### src/rtl/dpd_pkg.sv
package dpd_pkg;

   // Packet geometry
   localparam int CHANNELS = 16;
   localparam int SAMPLES  = 64;
   localparam int TOTAL    = CHANNELS * SAMPLES;

   localparam int CHAN_W   = 4;
   localparam int COUNT_W  = 10;

   localparam logic [CHAN_W-1:0]  LAST_CHANNEL = CHAN_W'(CHANNELS - 1);
   localparam logic [COUNT_W-1:0] LAST_SAMPLE  = COUNT_W'(TOTAL - 1);

   // Stream markers
   localparam logic [15:0] START_MARK = 16'hA1FA;
   localparam logic [15:0] END_MARK   = 16'h0E6A;

   // Result kinds
   localparam logic KIND_HEADER = 1'b0;
   localparam logic KIND_SAMPLE = 1'b1;

   typedef enum logic [3:0] {
      ST_HUNT     = 4'd0,
      ST_ADDR     = 4'd1,
      ST_TIME_HI  = 4'd2,
      ST_TIME_LO  = 4'd3,
      ST_TRIG     = 4'd4,
      ST_WINDOW   = 4'd5,
      ST_READ     = 4'd6,
      ST_STATUS   = 4'd7,
      ST_PAYLOAD  = 4'd8,
      ST_WAIT_END = 4'd9
   } parse_state_type;

   // One result beat, plus a flag that the word produced one
   typedef struct packed {
      logic              valid;
      logic              kind;
      logic [7:0]        source_id;
      logic [7:0]        fine_stamp;
      logic [31:0]       coarse_stamp;
      logic [15:0]       trigger_id;
      logic [15:0]       window_settings;
      logic [15:0]       read_settings;
      logic [15:0]       trigger_status;
      logic [11:0]       sample_value;
      logic [CHAN_W-1:0] channel;
      logic              vector_last;
      logic              packet_last;
   } result_type;

endpackage

### src/rtl/dpd_req_if.sv
interface dpd_req_if;
   logic        valid;
   logic        ready;
   logic [15:0] word;

   modport source (output valid, output word, input ready);
   modport sink   (input valid, input word, output ready);
endinterface

### src/rtl/dpd_rsp_if.sv
interface dpd_rsp_if;
   logic        valid;
   logic        ready;
   logic        kind;
   logic [7:0]  source_id;
   logic [7:0]  fine_stamp;
   logic [31:0] coarse_stamp;
   logic [15:0] trigger_id;
   logic [15:0] window_settings;
   logic [15:0] read_settings;
   logic [15:0] trigger_status;
   logic [11:0] sample_value;
   logic [3:0]  channel;
   logic        vector_last;
   logic        packet_last;

   modport source (
      output valid, output kind, output source_id, output fine_stamp,
      output coarse_stamp, output trigger_id, output window_settings,
      output read_settings, output trigger_status, output sample_value,
      output channel, output vector_last, output packet_last,
      input ready
   );
   modport sink (
      input valid, input kind, input source_id, input fine_stamp,
      input coarse_stamp, input trigger_id, input window_settings,
      input read_settings, input trigger_status, input sample_value,
      input channel, input vector_last, input packet_last,
      output ready
   );
endinterface

### src/rtl/dpd_parser.sv
module dpd_parser (
   input  logic                 clock,
   input  logic                 reset,
   input  logic                 step,
   input  logic [15:0]          word,
   output dpd_pkg::result_type  result
);

   dpd_pkg::parse_state_type        state_ff, state_in;
   logic [dpd_pkg::CHAN_W-1:0]      channel_ff, channel_in;
   logic [dpd_pkg::COUNT_W-1:0]     sample_ff, sample_in;
   logic [15:0]                     address_ff, address_in;
   logic [31:0]                     coarse_ff, coarse_in;
   logic [15:0]                     trigger_ff, trigger_in;
   logic [15:0]                     window_ff, window_in;
   logic [15:0]                     read_ff, read_in;

   // State and header holds advance only when the word is consumed
   always_ff @(posedge clock) begin
      if (reset) begin
         state_ff   <= dpd_pkg::ST_HUNT;
         channel_ff <= '0;
         sample_ff  <= '0;
         address_ff <= '0;
         coarse_ff  <= '0;
         trigger_ff <= '0;
         window_ff  <= '0;
         read_ff    <= '0;
      end else if (step) begin
         state_ff   <= state_in;
         channel_ff <= channel_in;
         sample_ff  <= sample_in;
         address_ff <= address_in;
         coarse_ff  <= coarse_in;
         trigger_ff <= trigger_in;
         window_ff  <= window_in;
         read_ff    <= read_in;
      end
   end

   // Next state and result for the current word
   always_comb begin
      state_in   = state_ff;
      channel_in = channel_ff;
      sample_in  = sample_ff;
      address_in = address_ff;
      coarse_in  = coarse_ff;
      trigger_in = trigger_ff;
      window_in  = window_ff;
      read_in    = read_ff;
      result     = '0;

      unique case (state_ff)
         dpd_pkg::ST_ADDR: begin
            address_in = word;
            state_in   = dpd_pkg::ST_TIME_HI;
         end
         dpd_pkg::ST_TIME_HI: begin
            coarse_in = {word, 16'h0000};
            state_in  = dpd_pkg::ST_TIME_LO;
         end
         dpd_pkg::ST_TIME_LO: begin
            coarse_in = {coarse_ff[31:16], word};
            state_in  = dpd_pkg::ST_TRIG;
         end
         dpd_pkg::ST_TRIG: begin
            trigger_in = word;
            state_in   = dpd_pkg::ST_WINDOW;
         end
         dpd_pkg::ST_WINDOW: begin
            window_in = word;
            state_in  = dpd_pkg::ST_READ;
         end
         dpd_pkg::ST_READ: begin
            read_in  = word;
            state_in = dpd_pkg::ST_STATUS;
         end
         dpd_pkg::ST_STATUS: begin
            // last header word: emit the header beat
            result.valid           = 1'b1;
            result.kind            = dpd_pkg::KIND_HEADER;
            result.source_id       = address_ff[15:8];
            result.fine_stamp      = address_ff[7:0];
            result.coarse_stamp    = coarse_ff;
            result.trigger_id      = trigger_ff;
            result.window_settings = window_ff;
            result.read_settings   = read_ff;
            result.trigger_status  = word;
            state_in               = dpd_pkg::ST_PAYLOAD;
         end
         dpd_pkg::ST_PAYLOAD: begin
            result.valid        = 1'b1;
            result.kind         = dpd_pkg::KIND_SAMPLE;
            result.sample_value = word[11:0];
            result.channel      = channel_ff;
            result.vector_last  = (channel_ff == dpd_pkg::LAST_CHANNEL);
            result.packet_last  = (sample_ff == dpd_pkg::LAST_SAMPLE);
            channel_in = (channel_ff == dpd_pkg::LAST_CHANNEL) ? '0 : channel_ff + 1'b1;
            if (sample_ff == dpd_pkg::LAST_SAMPLE) begin
               sample_in  = '0;
               channel_in = '0;
               state_in   = dpd_pkg::ST_WAIT_END;
            end else begin
               sample_in = sample_ff + 1'b1;
            end
         end
         dpd_pkg::ST_WAIT_END: begin
            if (word == dpd_pkg::END_MARK) state_in = dpd_pkg::ST_HUNT;
         end
         default: begin
            // hunting, and any stray code
            channel_in = '0;
            sample_in  = '0;
            state_in   = (word == dpd_pkg::START_MARK) ? dpd_pkg::ST_ADDR
                                                       : dpd_pkg::ST_HUNT;
         end
      endcase
   end

endmodule

### src/rtl/detector_packet_deframer.sv
// Deframes a detector readout stream of 16-bit words. After the start marker
// 0xA1FA and seven header words it delivers one header beat, then one sample
// beat per payload word (16 channels x 64 samples, channel index and
// vector/packet last flags attached), then ignores words until the end
// marker 0x0E6A and hunts again. One word is accepted every cycle while ready
// is high; a word passes through an input register into the result register,
// where its result beat is held until the result side takes it. Ready on the
// input is low during reset; otherwise it drops only while both registers
// hold beats and the result side stalls.
module detector_packet_deframer (
   input  logic       clock,
   input  logic       reset,
   dpd_req_if.sink    req,
   dpd_rsp_if.source  rsp
);

   logic                s1_valid_ff, s1_valid_in;
   logic [15:0]         s1_word_ff;
   logic                out_valid_ff, out_valid_in;
   dpd_pkg::result_type out_ff;
   dpd_pkg::result_type parse_result;
   logic                out_free;
   logic                advance;

   // Handshake: input stage drains whenever the result register can load
   assign out_free    = !out_valid_ff || rsp.ready;
   assign advance     = s1_valid_ff && out_free;
   assign req.ready   = !reset && (!s1_valid_ff || advance);
   assign s1_valid_in = req.ready ? req.valid : s1_valid_ff;
   assign out_valid_in = out_free ? (advance && parse_result.valid) : out_valid_ff;

   always_ff @(posedge clock) begin
      if (reset) begin
         s1_valid_ff  <= 1'b0;
         out_valid_ff <= 1'b0;
      end else begin
         s1_valid_ff  <= s1_valid_in;
         out_valid_ff <= out_valid_in;
      end
   end

   // Payload registers
   always_ff @(posedge clock) begin
      if (req.valid && req.ready) s1_word_ff <= req.word;
      if (advance && parse_result.valid) out_ff <= parse_result;
   end

   dpd_parser u_parser (
      .clock  (clock),
      .reset  (reset),
      .step   (advance),
      .word   (s1_word_ff),
      .result (parse_result)
   );

   // Result beat
   assign rsp.valid           = out_valid_ff;
   assign rsp.kind            = out_ff.kind;
   assign rsp.source_id       = out_ff.source_id;
   assign rsp.fine_stamp      = out_ff.fine_stamp;
   assign rsp.coarse_stamp    = out_ff.coarse_stamp;
   assign rsp.trigger_id      = out_ff.trigger_id;
   assign rsp.window_settings = out_ff.window_settings;
   assign rsp.read_settings   = out_ff.read_settings;
   assign rsp.trigger_status  = out_ff.trigger_status;
   assign rsp.sample_value    = out_ff.sample_value;
   assign rsp.channel         = out_ff.channel;
   assign rsp.vector_last     = out_ff.vector_last;
   assign rsp.packet_last     = out_ff.packet_last;

   // Checks
   a_packet_ends_vector: assert property (@(posedge clock) disable iff (reset)
      rsp.valid && rsp.kind == dpd_pkg::KIND_SAMPLE && rsp.packet_last |-> rsp.vector_last)
      else $error("packet ended mid vector");

   a_header_clean: assert property (@(posedge clock) disable iff (reset)
      rsp.valid && rsp.kind == dpd_pkg::KIND_HEADER |->
         rsp.sample_value == '0 && rsp.channel == '0 && !rsp.vector_last && !rsp.packet_last)
      else $error("header beat carries sample fields");

   a_stall_cause: assert property (@(posedge clock) disable iff (reset)
      !req.ready |-> s1_valid_ff && rsp.valid && !rsp.ready)
      else $error("input stalled without output backpressure");

endmodule
### src/flat_wrapper.sv
// flat-port wrapper written by rule: the top's interface ports become plain ports
module detector_packet_deframer_flat 
  (clock, reset, req_valid, req_word, req_ready, rsp_valid, rsp_kind, rsp_source_id, rsp_fine_stamp, rsp_coarse_stamp, rsp_trigger_id, rsp_window_settings, rsp_read_settings, rsp_trigger_status, rsp_sample_value, rsp_channel, rsp_vector_last, rsp_packet_last, rsp_ready);
  dpd_req_if req_i ();
  dpd_rsp_if rsp_i ();
  input  logic clock;
  input  logic reset;
  input wire logic [$bits(req_i.valid)-1:0] req_valid;
  input wire logic [$bits(req_i.word)-1:0] req_word;
  output wire logic [$bits(req_i.ready)-1:0] req_ready;
  output wire logic [$bits(rsp_i.valid)-1:0] rsp_valid;
  output wire logic [$bits(rsp_i.kind)-1:0] rsp_kind;
  output wire logic [$bits(rsp_i.source_id)-1:0] rsp_source_id;
  output wire logic [$bits(rsp_i.fine_stamp)-1:0] rsp_fine_stamp;
  output wire logic [$bits(rsp_i.coarse_stamp)-1:0] rsp_coarse_stamp;
  output wire logic [$bits(rsp_i.trigger_id)-1:0] rsp_trigger_id;
  output wire logic [$bits(rsp_i.window_settings)-1:0] rsp_window_settings;
  output wire logic [$bits(rsp_i.read_settings)-1:0] rsp_read_settings;
  output wire logic [$bits(rsp_i.trigger_status)-1:0] rsp_trigger_status;
  output wire logic [$bits(rsp_i.sample_value)-1:0] rsp_sample_value;
  output wire logic [$bits(rsp_i.channel)-1:0] rsp_channel;
  output wire logic [$bits(rsp_i.vector_last)-1:0] rsp_vector_last;
  output wire logic [$bits(rsp_i.packet_last)-1:0] rsp_packet_last;
  input wire logic [$bits(rsp_i.ready)-1:0] rsp_ready;
  assign req_i.valid = req_valid;
  assign req_i.word = req_word;
  assign req_ready = req_i.ready;
  assign rsp_valid = rsp_i.valid;
  assign rsp_kind = rsp_i.kind;
  assign rsp_source_id = rsp_i.source_id;
  assign rsp_fine_stamp = rsp_i.fine_stamp;
  assign rsp_coarse_stamp = rsp_i.coarse_stamp;
  assign rsp_trigger_id = rsp_i.trigger_id;
  assign rsp_window_settings = rsp_i.window_settings;
  assign rsp_read_settings = rsp_i.read_settings;
  assign rsp_trigger_status = rsp_i.trigger_status;
  assign rsp_sample_value = rsp_i.sample_value;
  assign rsp_channel = rsp_i.channel;
  assign rsp_vector_last = rsp_i.vector_last;
  assign rsp_packet_last = rsp_i.packet_last;
  assign rsp_i.ready = rsp_ready;
  detector_packet_deframer u_core (.clock(clock), .reset(reset), .req(req_i), .rsp(rsp_i));
endmodule
### config.mk
export PLATFORM = sky130hd
export DESIGN_NAME = detector_packet_deframer_flat
export DESIGN_NICKNAME = d
export VERILOG_FILES = /design/src/rtl/dpd_pkg.sv /design/src/rtl/dpd_req_if.sv /design/src/rtl/dpd_rsp_if.sv /design/src/rtl/dpd_parser.sv /design/src/rtl/detector_packet_deframer.sv /design/src/flat_wrapper.sv
export SDC_FILE = /design/constraint.sdc
export NUM_CORES = 1
export LEC_CHECK = 0
export ABC_AREA = 1
export BUFFER_PORTS_ARGS = -buffer_cell sky130_fd_sc_hd__buf_2
export CORE_MARGIN = 10
export CORE_UTILIZATION = 41
export CTS_CLUSTER_DIAMETER = 120
export DETAILED_ROUTE_END_ITERATION = 12
export GPL_TIMING_DRIVEN = 0
export HOLD_SLACK_MARGIN = 0.15
export PLACE_DENSITY_LB_ADDON = 0.1
export SETUP_SLACK_MARGIN = 0.5
export SLEW_MARGIN = 20
export SYNTH_ARGS = -nofsm -noshare
export SYNTH_HDL_FRONTEND = slang
export SYNTH_SLANG_ARGS = --single-unit
### constraint.sdc
create_clock -name clock -period 14.2 [get_ports clock]
set_clock_uncertainty 0.2 [all_clocks]
set_input_delay 2.84 -clock clock [delete_from_list [all_inputs] [get_ports clock]]
set_output_delay 2.84 -clock clock [all_outputs]
set_load 0.02 [all_outputs]
# Word level (Yosys, flattened, before mapping)
# Cells that the tools add are included.
[op_classes]
n_addsub = 2
eq_ne = 15
n_bitwise = 2
mux = 11
n_reduce_logical = 19
[ops]
columns = ["op", "n"]
rows = [
  ["32-bit one-hot mux with 2 select lines", 1],
  ["4-bit one-hot mux with 9 select lines", 1],
  ["10-bit one-hot mux with 2 select lines", 1],
  ["16-bit by 12-bit equality test with 1-bit output, second input constant", 1],
  ["16-bit equality test, second input constant", 1],
  ["4-bit by 3-bit equality test with 1-bit output, second input constant", 4],
  ["4-bit two-way mux", 4],
  ["4-bit equality test, second input constant", 3],
  ["2-bit AND reduction", 6],
  ["10-bit by 1-bit adder with 10-bit output, second input constant", 1],
  ["10-bit equality test, second input constant", 1],
  ["10-bit two-way mux", 1],
  ["4-bit by 2-bit equality test with 1-bit output, second input constant", 2],
  ["4-bit one-hot mux with 2 select lines", 1],
  ["8-bit OR reduction", 1],
  ["3-bit AND reduction", 2],
  ["4-bit by 1-bit adder with 4-bit output, second input constant", 1],
  ["4-bit by 1-bit equality test with 1-bit output, second input constant", 1],
  ["1-bit logical AND", 4],
  ["2-bit inequality test, second input constant", 2],
  ["2-bit one-hot mux with 2 select lines", 1],
  ["1-bit zero test", 3],
  ["1-bit logical OR", 2],
  ["1-bit NOT", 2],
  ["other kinds (2)", 2],
]
[word_totals]
elab_cells = 73
input_bits = 20
output_inout_bits = 133
ff_bits = 263

# Logic depth before layout (Yosys ltp)
# Gate-level depths: netlist of run 1.
[depth]
depth_word = 6
mapped_depth = 11
ltp_nobuf = 10

# Hierarchy
# From an unflattened synthesis of run 1, not the netlist that was laid out.
[unflattened]
cells_unflattened = 927
hier_area_um2 = 9711.8
[by_module_without_submodules]
columns = ["module", "instances", "cells_each", "seq_area_each_um2", "area_per_inst_um2"]
rows = [
  ["dpd_parser", 1, 761, 2282.2, 5186.2],
  ["detector_packet_deframer", 1, 166, 4454.3, 4525.6],
]

# Least setup slack after synthesis of run 1
# Ideal clock, no wire load.
[synth_path]
kind = "input-to-reg"
startpoint = "in rsp_ready"
endpoint = "reg u_core.out_ff (netlist bit u_core.rsp.channel[0]), enable pin"
n_path_buf = 0
arrival_time_ps = 8571
required_ps = 13376
path_stages = 4
slack_ps = 4806
setup_time_ps = 624
path_cell_list = "inv_1 -> nand2_1 -> nand2_1 -> nor2_1"
[synth_between]
elab_chain_len = 3
[synth_lines]
columns = ["item", "line_no", "rtl"]
rows = [
  ["start, declared", "flat_wrapper.sv:24", "input wire logic [$bits(rsp_i.ready)-1:0] rsp_ready;"],
  ["1-bit logical OR", "detector_packet_deframer.sv:26", "assign out_free = !out_valid_ff || rsp.ready;"],
  ["1-bit logical AND", "detector_packet_deframer.sv:27", "assign advance = s1_valid_ff && out_free;"],
  ["1-bit logical AND", "detector_packet_deframer.sv:45", "if (advance && parse_result.valid) out_ff <= parse_result;"],
  ["end signal, assigned", "detector_packet_deframer.sv:45", ""],
  ["end, declared", "detector_packet_deframer.sv:20", "dpd_pkg::result_type out_ff;"],
]
# Every way passes these cells.
# A chain may end at the register's enable or synchronous reset.

# Worst setup path after layout of run 1
[layout_path]
startpoint = "in reset"
endpoint = "out req_ready"
[layout_between]
elab_chain_len = 2
[layout_lines]
columns = ["item", "line_no", "rtl"]
rows = [
  ["start, declared", "flat_wrapper.sv:7", "input logic reset;"],
  ["1-bit zero test", "detector_packet_deframer.sv:28", "assign req.ready = !reset && (!s1_valid_ff || advance);"],
  ["1-bit logical AND", "detector_packet_deframer.sv:28", ""],
  ["end, declared", "flat_wrapper.sv:10", "output wire logic [$bits(req_i.ready)-1:0] req_ready;"],
]
# Every way passes these cells.

==> results.py, run 1 <==
metrics = {
    "run_status": {
        "outcome": "completed",
    },
    "floorplanning": {
        "dieArea_sq_um": 31060,
        "die-height_um": 176.2,
        "io_pins": 153,
        "start_util_pct": 41.39,
        "die_w_um": 176.2,
        "row_count": 57,
        "coreArea_sq_um": 24180,
    },
    "layout": {
        "final_cell_mix": "nor2_1 (174), buf_2 (174), edfxtp_1 (147)",
        "fillers": 2267,
        "syn_to_final_growth_pct": 21.89,
        "drive_above_1_share_pct": 20.27,
        "fin_util_pct": 50.45,
        "final_cells": 1524,
        "final_nets": 1199,
        "stdcell_area_sq_um": 12200,
    },
    "pwr": {
        "ir_drop_mv": 0.06742,
        "total_power_mw": 1.616,
        "leakage_nw": 4.249,
        "p_per_area_nw_per_um2": 132.5,
    },
    "grt": {
        "grt_pass1_vias": 6977,
        "antenna_found_initial": 1,
        "grt_start_max_net_pins": 32,
        "grt_usage_pct": 16.15,
        "grt_overflow_total": 0,
        "grt_first_pass_wirelength_um": 39580,
    },
    "timing": {
        "max_freq_mhz": 134.5,
        "post-route-period-util_pct": 52.38,
        "rsz0062_at_grt": "false",
        "maxSlewViolCount": 0,
        "setup_viol": 0,
        "holdWs_ns": 0.2502,
        "fin_tns_setup_ns": 0,
        "hold_violations": 0,
        "slew_headroom_pct": 40.53,
        "tightest_slew_ns": 0.8910,
        "setup_slack_ns": 6.762,
        "min_period_ns": 7.438,
    },
    "cts": {
        "cts_max_level": 1,
        "clkLatencyLatePin_ns": 0.53,
        "cts_tree": "yes",
        "post-cts-setup-buffer-count": 0,
        "clk_path_buf_depth": 3,
        "clk_pin_slew_ns": 0.06,
        "root_buffer": "clkbuf_16",
        "numClockSinks": 263,
        "cts_resized": 0,
        "hold_buffers": 0,
        "numCtsBuffers": 29,
    },
    "logic_synthesis": {
        "syn_inst": 990,
        "synth_warnings": 0,
        "ys_types": 30,
        "syn_area_per_cell_sq_um": 10.11,
        "synth-seq-area-share_pct": 67.32,
        "syn_nets": 1012,
        "synth_area_sq_um": 10010,
        "ys_ff_latch": 263,
    },
    "critical_path": {
        "cpPeakStageDelay_ns": 0.48,
        "critical_path_class": "input port to primary output",
        "worstPathArrival_ns": 4.40,
        "critPathSlowestCell": "clkinv_1",
        "crit_fanout": 10,
        "crit_top_cell": "clkbuf_1",
        "cp_cell_sequence": "clkbuf_1 -> clkinv_1 -> clkbuf_1 -> nand2_1 -> inv_1 -> buf_2",
        "crit_required_ns": 11.16,
        "critPathCaptureType": "primary output",
        "cp-start-kind": "input port",
        "reg2regPathDepth": 9,
    },
    "drt": {
        "initialDrtViolationCount": 429,
        "route.detailed.drc": 0,
        "wl_per_cell_um": 16.91,
        "via_count": 7148,
        "antenna_left": 0,
        "wirelength_um": 25770,
        "routed_via_density": 4.690,
        "dr.pass1.iters": 5,
    },
    "placement": {
        "port_buffers": 151,
        "dpl_cell_area_sq_um": 11290,
        "dp.cells": 1470,
        "place_congestion": 0.9062,
        "dpl.hpwl_um": 17790,
        "pre_cts_slack_ns": 6.759,
    },
    "min_path": {
        "holdCritPathClass": "flip-flop to flip-flop",
        "hold_depth": 2,
    },
    "run": {
        "maxCapViolCount": 0,
    },
}
==> where the power goes <==
| group | total (mW) | internal (mW) | switching, mW |
|---|---|---|---|
| sequential | 0.825 | 0.815 | 0.00983 |
| combinational | 0.0786 | 0.0226 | 0.0560 |
| clock | 0.713 | 0.424 | 0.289 |
| total | 1.62 | 1.26 | 0.355 |
==> critical path: cells and delay by family <==
kind / cells / cell delay (ns)
buf+inv: 5 / 1.36
simple gates: 1 / 0.19
==> sequential cells by signal (all words and copies together) (netlist names), 4 cells and up <==
register and cells:
u_core.u_parser.address_ff 16, u_core.u_parser.window_ff 16, u_core.rsp.source_id 8, u_core.rsp.channel 4
u_core.rsp.sample_value 12, u_core.rsp.coarse_stamp 32, u_core.rsp.trigger_id 16, u_core.u_parser.sample_ff 10
u_core.rsp.read_settings 16, u_core.rsp.window_settings 16, u_core.u_parser.trigger_ff 16, u_core.u_parser.read_ff 16
u_core.s1_word_ff 16, u_core.u_parser.state_ff 4, u_core.rsp.trigger_status 16, u_core.u_parser.coarse_ff 32
u_core.rsp.fine_stamp 8, u_core.u_parser.channel_ff 4
==> logic make-up (layout without fill, tap and decap cells) <==
family          after synthesis  in the layout  synth area share (%)
buf+inv                     205            414                 8.314
other cells                   0              1                     0
simple gates                311            311                 13.03
xor+xnor                      1              1               0.08754
flops                       263            263                 67.32
compound gates              208            208                 11.00
fa+ha+maj                     2              2                0.2500
==> path summary, 6_finish.rpt <==
kind                                     from                           to  slack, ns
setup reg to reg  u_core.u_parser.state_ff[2]  u_core.rsp.coarse_stamp[14]      11.47
setup / recovery                        reset                    req_ready       6.76
hold / removal     u_core.u_parser.read_ff[9]   u_core.u_parser.read_ff[9]       0.25
hold reg to reg    u_core.u_parser.read_ff[9]   u_core.u_parser.read_ff[9]       0.25
==> synth_stat cells (all sizes together) <==
| cell type | count | area share, % |
|---|---|---|
| clkbuf | 28 | 1.1 |
| a211oi | 23 | 1.7 |
| nand3 | 30 | 1.6 |
| o21ai | 71 | 3.6 |
| nand4 | 2 | 0.13 |
| nand2 | 91 | 3.7 |
| a21oi | 113 | 5.7 |
| nor3 | 3 | 0.15 |
| nor3b | 1 | 0.075 |
| edfxtp | 147 | 44 |
| clkinv | 1 | 0.037 |
| xor2 | 1 | 0.088 |
| buf | 27 | 1.6 |
| inv | 149 | 5.6 |
| dfxtp | 116 | 23 |
| nor2 | 182 | 7.3 |
| nand3b | 2 | 0.15 |
| o21bai | 1 | 0.075 |
| ha | 2 | 0.25 |
==> per-layer routing <==
layer,vias up,track usage [%],wire (um)
met5,-,0,0
met4,0,3.780,431
met3,44,3.780,1743
met2,186,26.20,12050
met1,3301,21.48,11550
li1,3617,-,-
==> layout make-up <==
cell class	instances	area [sq um]	area share [%]
flip-flops and latches	263	6736	55.23
diodes	1	2.502	0.02052
inverters	150	565.5	4.636
repair buffers	156	870.8	7.139
multi-input cells	522	2449	20.07
well taps	324	405.4	3.323
clock buffers	43	798.3	6.544
clock inverters	10	103.9	0.8514
plain buffers	55	266.5	2.185
Power figures use the tool's default switching activity.
==> run 2: changes to the inputs <==
==> constraint.sdc (replaced) <==
create_clock -name clock -period 6.3 [get_ports clock]
set_clock_uncertainty 0.2 [all_clocks]
set_input_delay 1.26 -clock clock [delete_from_list [all_inputs] [get_ports clock]]
set_output_delay 1.26 -clock clock [all_outputs]
set_load 0.02 [all_outputs]
==> results.py, run 2 (synthesis results as in run 1) <==
metrics = {
    "grt": {
        "grt_usage_pct": 16.38,
        "met2_usage_pct": 26.14,
        "grt_pass1_vias": 7053,
        "gr-usage-met1_pct": 21.80,
        "grt.busiest_layer": "met2",
        "grtUsageMet3_pct": 3.716,
        "grt_start_max_net_pins": 28,
        "grt_overflow_total": 0,
        "antenna_found_initial": 0,
        "grt_first_pass_wirelength_um": 40050,
    },
    "layout": {
        "syn_to_final_growth_pct": 22.12,
        "stdcell_area_sq_um": 12220,
        "final_nets": 1197,
        "fillers": 2249,
        "drive_above_1_share_pct": 20.74,
        "seq_area_sq_um": 6736,
        "multi_input_area_sq_um": 2449,
        "fin_util_pct": 50.55,
        "num_antenna_cells": 0,
        "final_cell_mix": "nor2_1 (174), buf_2 (174), edfxtp_1 (147)",
    },
    "critical_path": {
        "cpPeakStageDelay_ns": 0.46,
        "critical_path_class": "input port to primary output",
        "cp_cell_sequence": "clkbuf_1 -> clkinv_1 -> clkbuf_1 -> nand2_1 -> inv_1 -> buf_2",
        "cp-start-kind": "input port",
        "critPathCaptureType": "primary output",
        "crit_required_ns": 4.84,
        "worstPathArrival_ns": 2.81,
        "crit_top_cell": "clkbuf_1",
        "critPathSlowestCell": "clkinv_1",
        "crit_fanout": 10,
    },
    "timing": {
        "tightest_slew_ns": 0.9128,
        "rsz0062_at_grt": "false",
        "max_freq_mhz": 234.1,
        "post-route-period-util_pct": 67.81,
        "hold_violations": 0,
        "slew_headroom_pct": 39.08,
        "min_period_ns": 4.272,
        "maxSlewViolCount": 0,
        "setup_viol": 0,
    },
    "placement": {
        "port_buffers": 151,
        "dpl.hpwl_um": 17920,
        "dpl_cell_area_sq_um": 11290,
        "place_congestion": 0.9012,
    },
    "cts": {
        "post-cts-setup-buffer-count": 0,
        "clkLatencyLatePin_ns": 0.53,
        "root_buffer": "clkbuf_16",
        "clk_path_buf_depth": 3,
        "clk_pin_slew_ns": 0.06,
        "cts_tree": "yes",
        "hold_buffers": 0,
        "numCtsBuffers": 27,
        "cts_resized": 0,
        "numClockSinks": 263,
        "cts_max_level": 1,
    },
    "min_path": {
        "holdCritPathClass": "flip-flop to flip-flop",
    },
    "pwr": {
        "p_per_area_nw_per_um2": 300.4,
        "ir_drop_mv": 0.1611,
        "leakage_nw": 4.270,
    },
    "floorplanning": {
        "io_pins": 153,
        "coreArea_sq_um": 24180,
        "start_util_pct": 41.39,
        "die_w_um": 176.2,
        "dieArea_sq_um": 31060,
        "die-height_um": 176.2,
        "row_count": 57,
    },
    "run_status": {
        "outcome": "completed",
    },
    "drt": {
        "route.detailed.drc": 0,
        "antenna_left": 0,
        "wl_per_cell_um": 17.13,
        "routed_via_density": 4.682,
        "dr.pass1.iters": 5,
        "initialDrtViolationCount": 576,
        "wirelength_um": 26030,
        "via_count": 7116,
    },
    "run": {
        "maxCapViolCount": 0,
    },
}
## run 2: changes by cell type in the layout (fill, tap and decap cells not counted)
cell       previous run  this run
inv_8                 1         0
clkbuf_8              2         3
clkbuf_1             39        32
clkbuf_16            29        30
clkinv_1              5         4
diode_2               1         0
clkinv_2              2         4
inv_6                 0         2
## run 2: through the flow
stage	std cells	hold WS, ns	worst slack, ns	total power [mW]	TNS, ns
3_5_place_dp	1470	0.2451	2.004	2.074	0
6_report	1520	0.2541	2.028	3.670	0
5_1_grt	1520	0.2667	1.891	3.793	0
3_3_place_gp	1465	0.2413	-1.005	2.071	-131.23
4_1_cts	1520	0.2549	1.995	3.709	0
2_1_floorplan	990	0.2300	0.7144	2.004	0
## run 2: critical path: cells and delay by family
kind	cells	cell delay, ns
AND/OR/NAND/NOR	1	0.21
buffers and inverters	5	1.35
## run 2: final timing paths
path	from	endpoint	slack [ns]	cells past startpoint
hold reg to reg	u_core.u_parser.window_ff[5]	u_core.u_parser.window_ff[5]	0.25	2
setup reg to reg	u_core.u_parser.state_ff[0]	u_core.rsp.source_id[1]	3.54	8
hold / removal	u_core.u_parser.window_ff[5]	u_core.u_parser.window_ff[5]	0.25	2
setup / recovery	reset	req_ready	2.03	6
## run 2: cell type report
cell class	instances	area share (%)
plain buffers	55	2.181
flip-flops and latches	263	55.12
repair buffers	156	7.126
clock inverters	12	0.9522
inverters	150	4.628
well taps	324	3.317
multi-input cells	522	20.04
clock buffers	38	6.635
## run 2: layer usage
layer | wire length (um) | vias to the layer above
met5 | 0 | -
met4 | 580 | 0
met3 | 1675 | 41
met2 | 11980 | 167
met1 | 11800 | 3295
li1 | - | 3613
## run 2: where the power goes
group / total (mW) / switching [mW] / internal (mW)
registers: 1.86 / 0.0221 / 1.84
clock network: 1.63 / 0.655 / 0.980
logic: 0.178 / 0.127 / 0.0509
total: 3.67 / 0.803 / 2.87
==> run 3: changes to the inputs <==
==> constraint.sdc (replaced) <==
create_clock -name clock -period 3.8 [get_ports clock]
set_clock_uncertainty 0.2 [all_clocks]
set_input_delay 0.76 -clock clock [delete_from_list [all_inputs] [get_ports clock]]
set_output_delay 0.76 -clock clock [all_outputs]
set_load 0.02 [all_outputs]
==> results.py, run 3 (synthesis results as in run 1) <==
metrics = {
    "drt": {
        "top_layer": "met5",
        "routed-wl-met2_um": 12280,
        "dr.pass1.iters": 5,
        "wirelength_um": 25970,
        "routed_via_density": 4.701,
        "wl_met1_um": 11650,
        "wl_per_cell_um": 17.07,
        "antenna_left": 0,
        "wl_met3_um": 1682,
        "via_count": 7150,
        "initialDrtViolationCount": 545,
        "route.detailed.drc": 0,
    },
    "layout": {
        "final_nets": 1198,
        "fillers": 2252,
        "drive_above_1_share_pct": 20.89,
        "final_cell_mix": "nor2_1 (174), buf_2 (174), edfxtp_1 (147)",
        "seq_area_sq_um": 6736,
        "multi_input_area_sq_um": 2464,
        "num_antenna_cells": 0,
        "syn_to_final_growth_pct": 22.08,
    },
    "placement": {
        "dpl.hpwl_um": 17820,
        "place_congestion": 0.8767,
        "port_buffers": 151,
    },
    "cts": {
        "root_buffer": "clkbuf_16",
        "cts_max_level": 1,
        "clk_path_buf_depth": 3,
        "numClockSinks": 263,
        "cts_tree": "yes",
        "clk_pin_slew_ns": 0.06,
        "clkLatencyLatePin_ns": 0.53,
        "numCtsBuffers": 27,
    },
    "timing": {
        "maxSlewViolCount": 0,
        "max_freq_mhz": 317.2,
        "setup_viol": 0,
        "holdWs_ns": 0.1989,
        "min_period_ns": 3.153,
        "slew_headroom_pct": 38.19,
        "tightest_slew_ns": 0.9262,
        "rsz0062_at_grt": "false",
        "hold_violations": 0,
        "post-route-period-util_pct": 82.98,
    },
    "pwr": {
        "p_per_area_nw_per_um2": 486.2,
        "total_power_mw": 5.940,
        "leakage_nw": 4.262,
        "ir_drop_mv": 0.2831,
    },
    "critical_path": {
        "critPathCaptureType": "primary output",
        "critical_path_class": "input port to primary output",
        "crit_fanout": 10,
        "cp-start-kind": "input port",
        "crit_start": "reset",
        "rr_startpoint": "u_core.u_parser.state_ff[2]",
        "crit_required_ns": 2.84,
        "cpPeakStageDelay_ns": 0.39,
        "cp.buffers_inverters": 5,
        "worstPathArrival_ns": 2.19,
        "crit_family": "buffers and inverters",
        "cp_cell_sequence": "clkbuf_1 -> clkinvlp_4 -> clkbuf_1 -> nand2_1 -> inv_1 -> buf_2",
        "critPathSlowestCell": "clkinvlp_4",
        "crit_top_cell": "clkbuf_1",
    },
    "floorplanning": {
        "coreArea_sq_um": 24180,
        "io_pins": 153,
        "start_util_pct": 41.39,
        "dieArea_sq_um": 31060,
        "row_count": 57,
        "die-height_um": 176.2,
        "die_w_um": 176.2,
    },
    "run_status": {
        "outcome": "completed",
    },
    "grt": {
        "grt_usage_pct": 16.44,
        "grt_overflow_total": 0,
        "grt_start_max_net_pins": 30,
        "grt_pass1_vias": 6919,
        "grt_first_pass_wirelength_um": 40140,
        "antenna_found_initial": 1,
    },
    "min_path": {
        "holdCritPathClass": "input port to flip-flop",
        "min_from": "req_word[2]",
    },
    "run": {
        "maxCapViolCount": 0,
    },
}
## run 3: layout make-up
type                       count  share of cell area (%)
sequential                   263                   55.14
multi-input combinational    522                   20.17
timing repair buffer         157                   7.374
clock buffer                  44                   6.544
inverter                     150                   4.762
tap                          324                   3.318
buffer                        55                   2.181
clock inverter                 6                  0.5121
## run 3: stage by stage
stage / cell area, sq um / util, % / TNS (ns) / cells / setup slack (ns)
after floorplan: 10040 / - / 0 / 990 / 0.3333
after global placement: 11200 / 46.34 / -95.93 / 1465 / -0.7381
after detailed placement: 11350 / 46.95 / 0 / 1471 / 0.5819
after CTS: 12210 / 50.51 / 0 / 1521 / 0.5732
after global routing: 12220 / 50.53 / 0 / 1521 / 0.5297
final: 12220 / 50.53 / 0 / 1521 / 0.6469
## run 3: path summary, 6_finish.rpt
check                                  to  slack (ns)  depth (start not counted)
max                             req_ready        0.65                          6
min                  u_core.s1_word_ff[2]        0.20                          1
max reg2reg   u_core.rsp.coarse_stamp[15]        1.13                          9
min reg2reg  u_core.u_parser.window_ff[2]        0.25                          2
## run 3: what timing repair did
action / 4_1_cts / 5_1_grt
hold buffers: 0 / 0
endpoints found under the setup margin: 0 / 1
resized for setup: 0 / 1
setup buffers: 0 / 0
## run 3: layer usage
layer / track usage [%] / vias to the layer above
li1: - / 3613
met1: 21.81 / 3321
met2: 26.91 / 181
met3: 3.802 / 33
met4: 3.497 / 2
met5: 0 / -
## run 3: where the power goes
part | switching [mW] | total (mW) | internal [mW]
clock network | 1.06 | 2.56 | 1.50
registers | 0.0365 | 3.08 | 3.04
logic | 0.214 | 0.300 | 0.0869
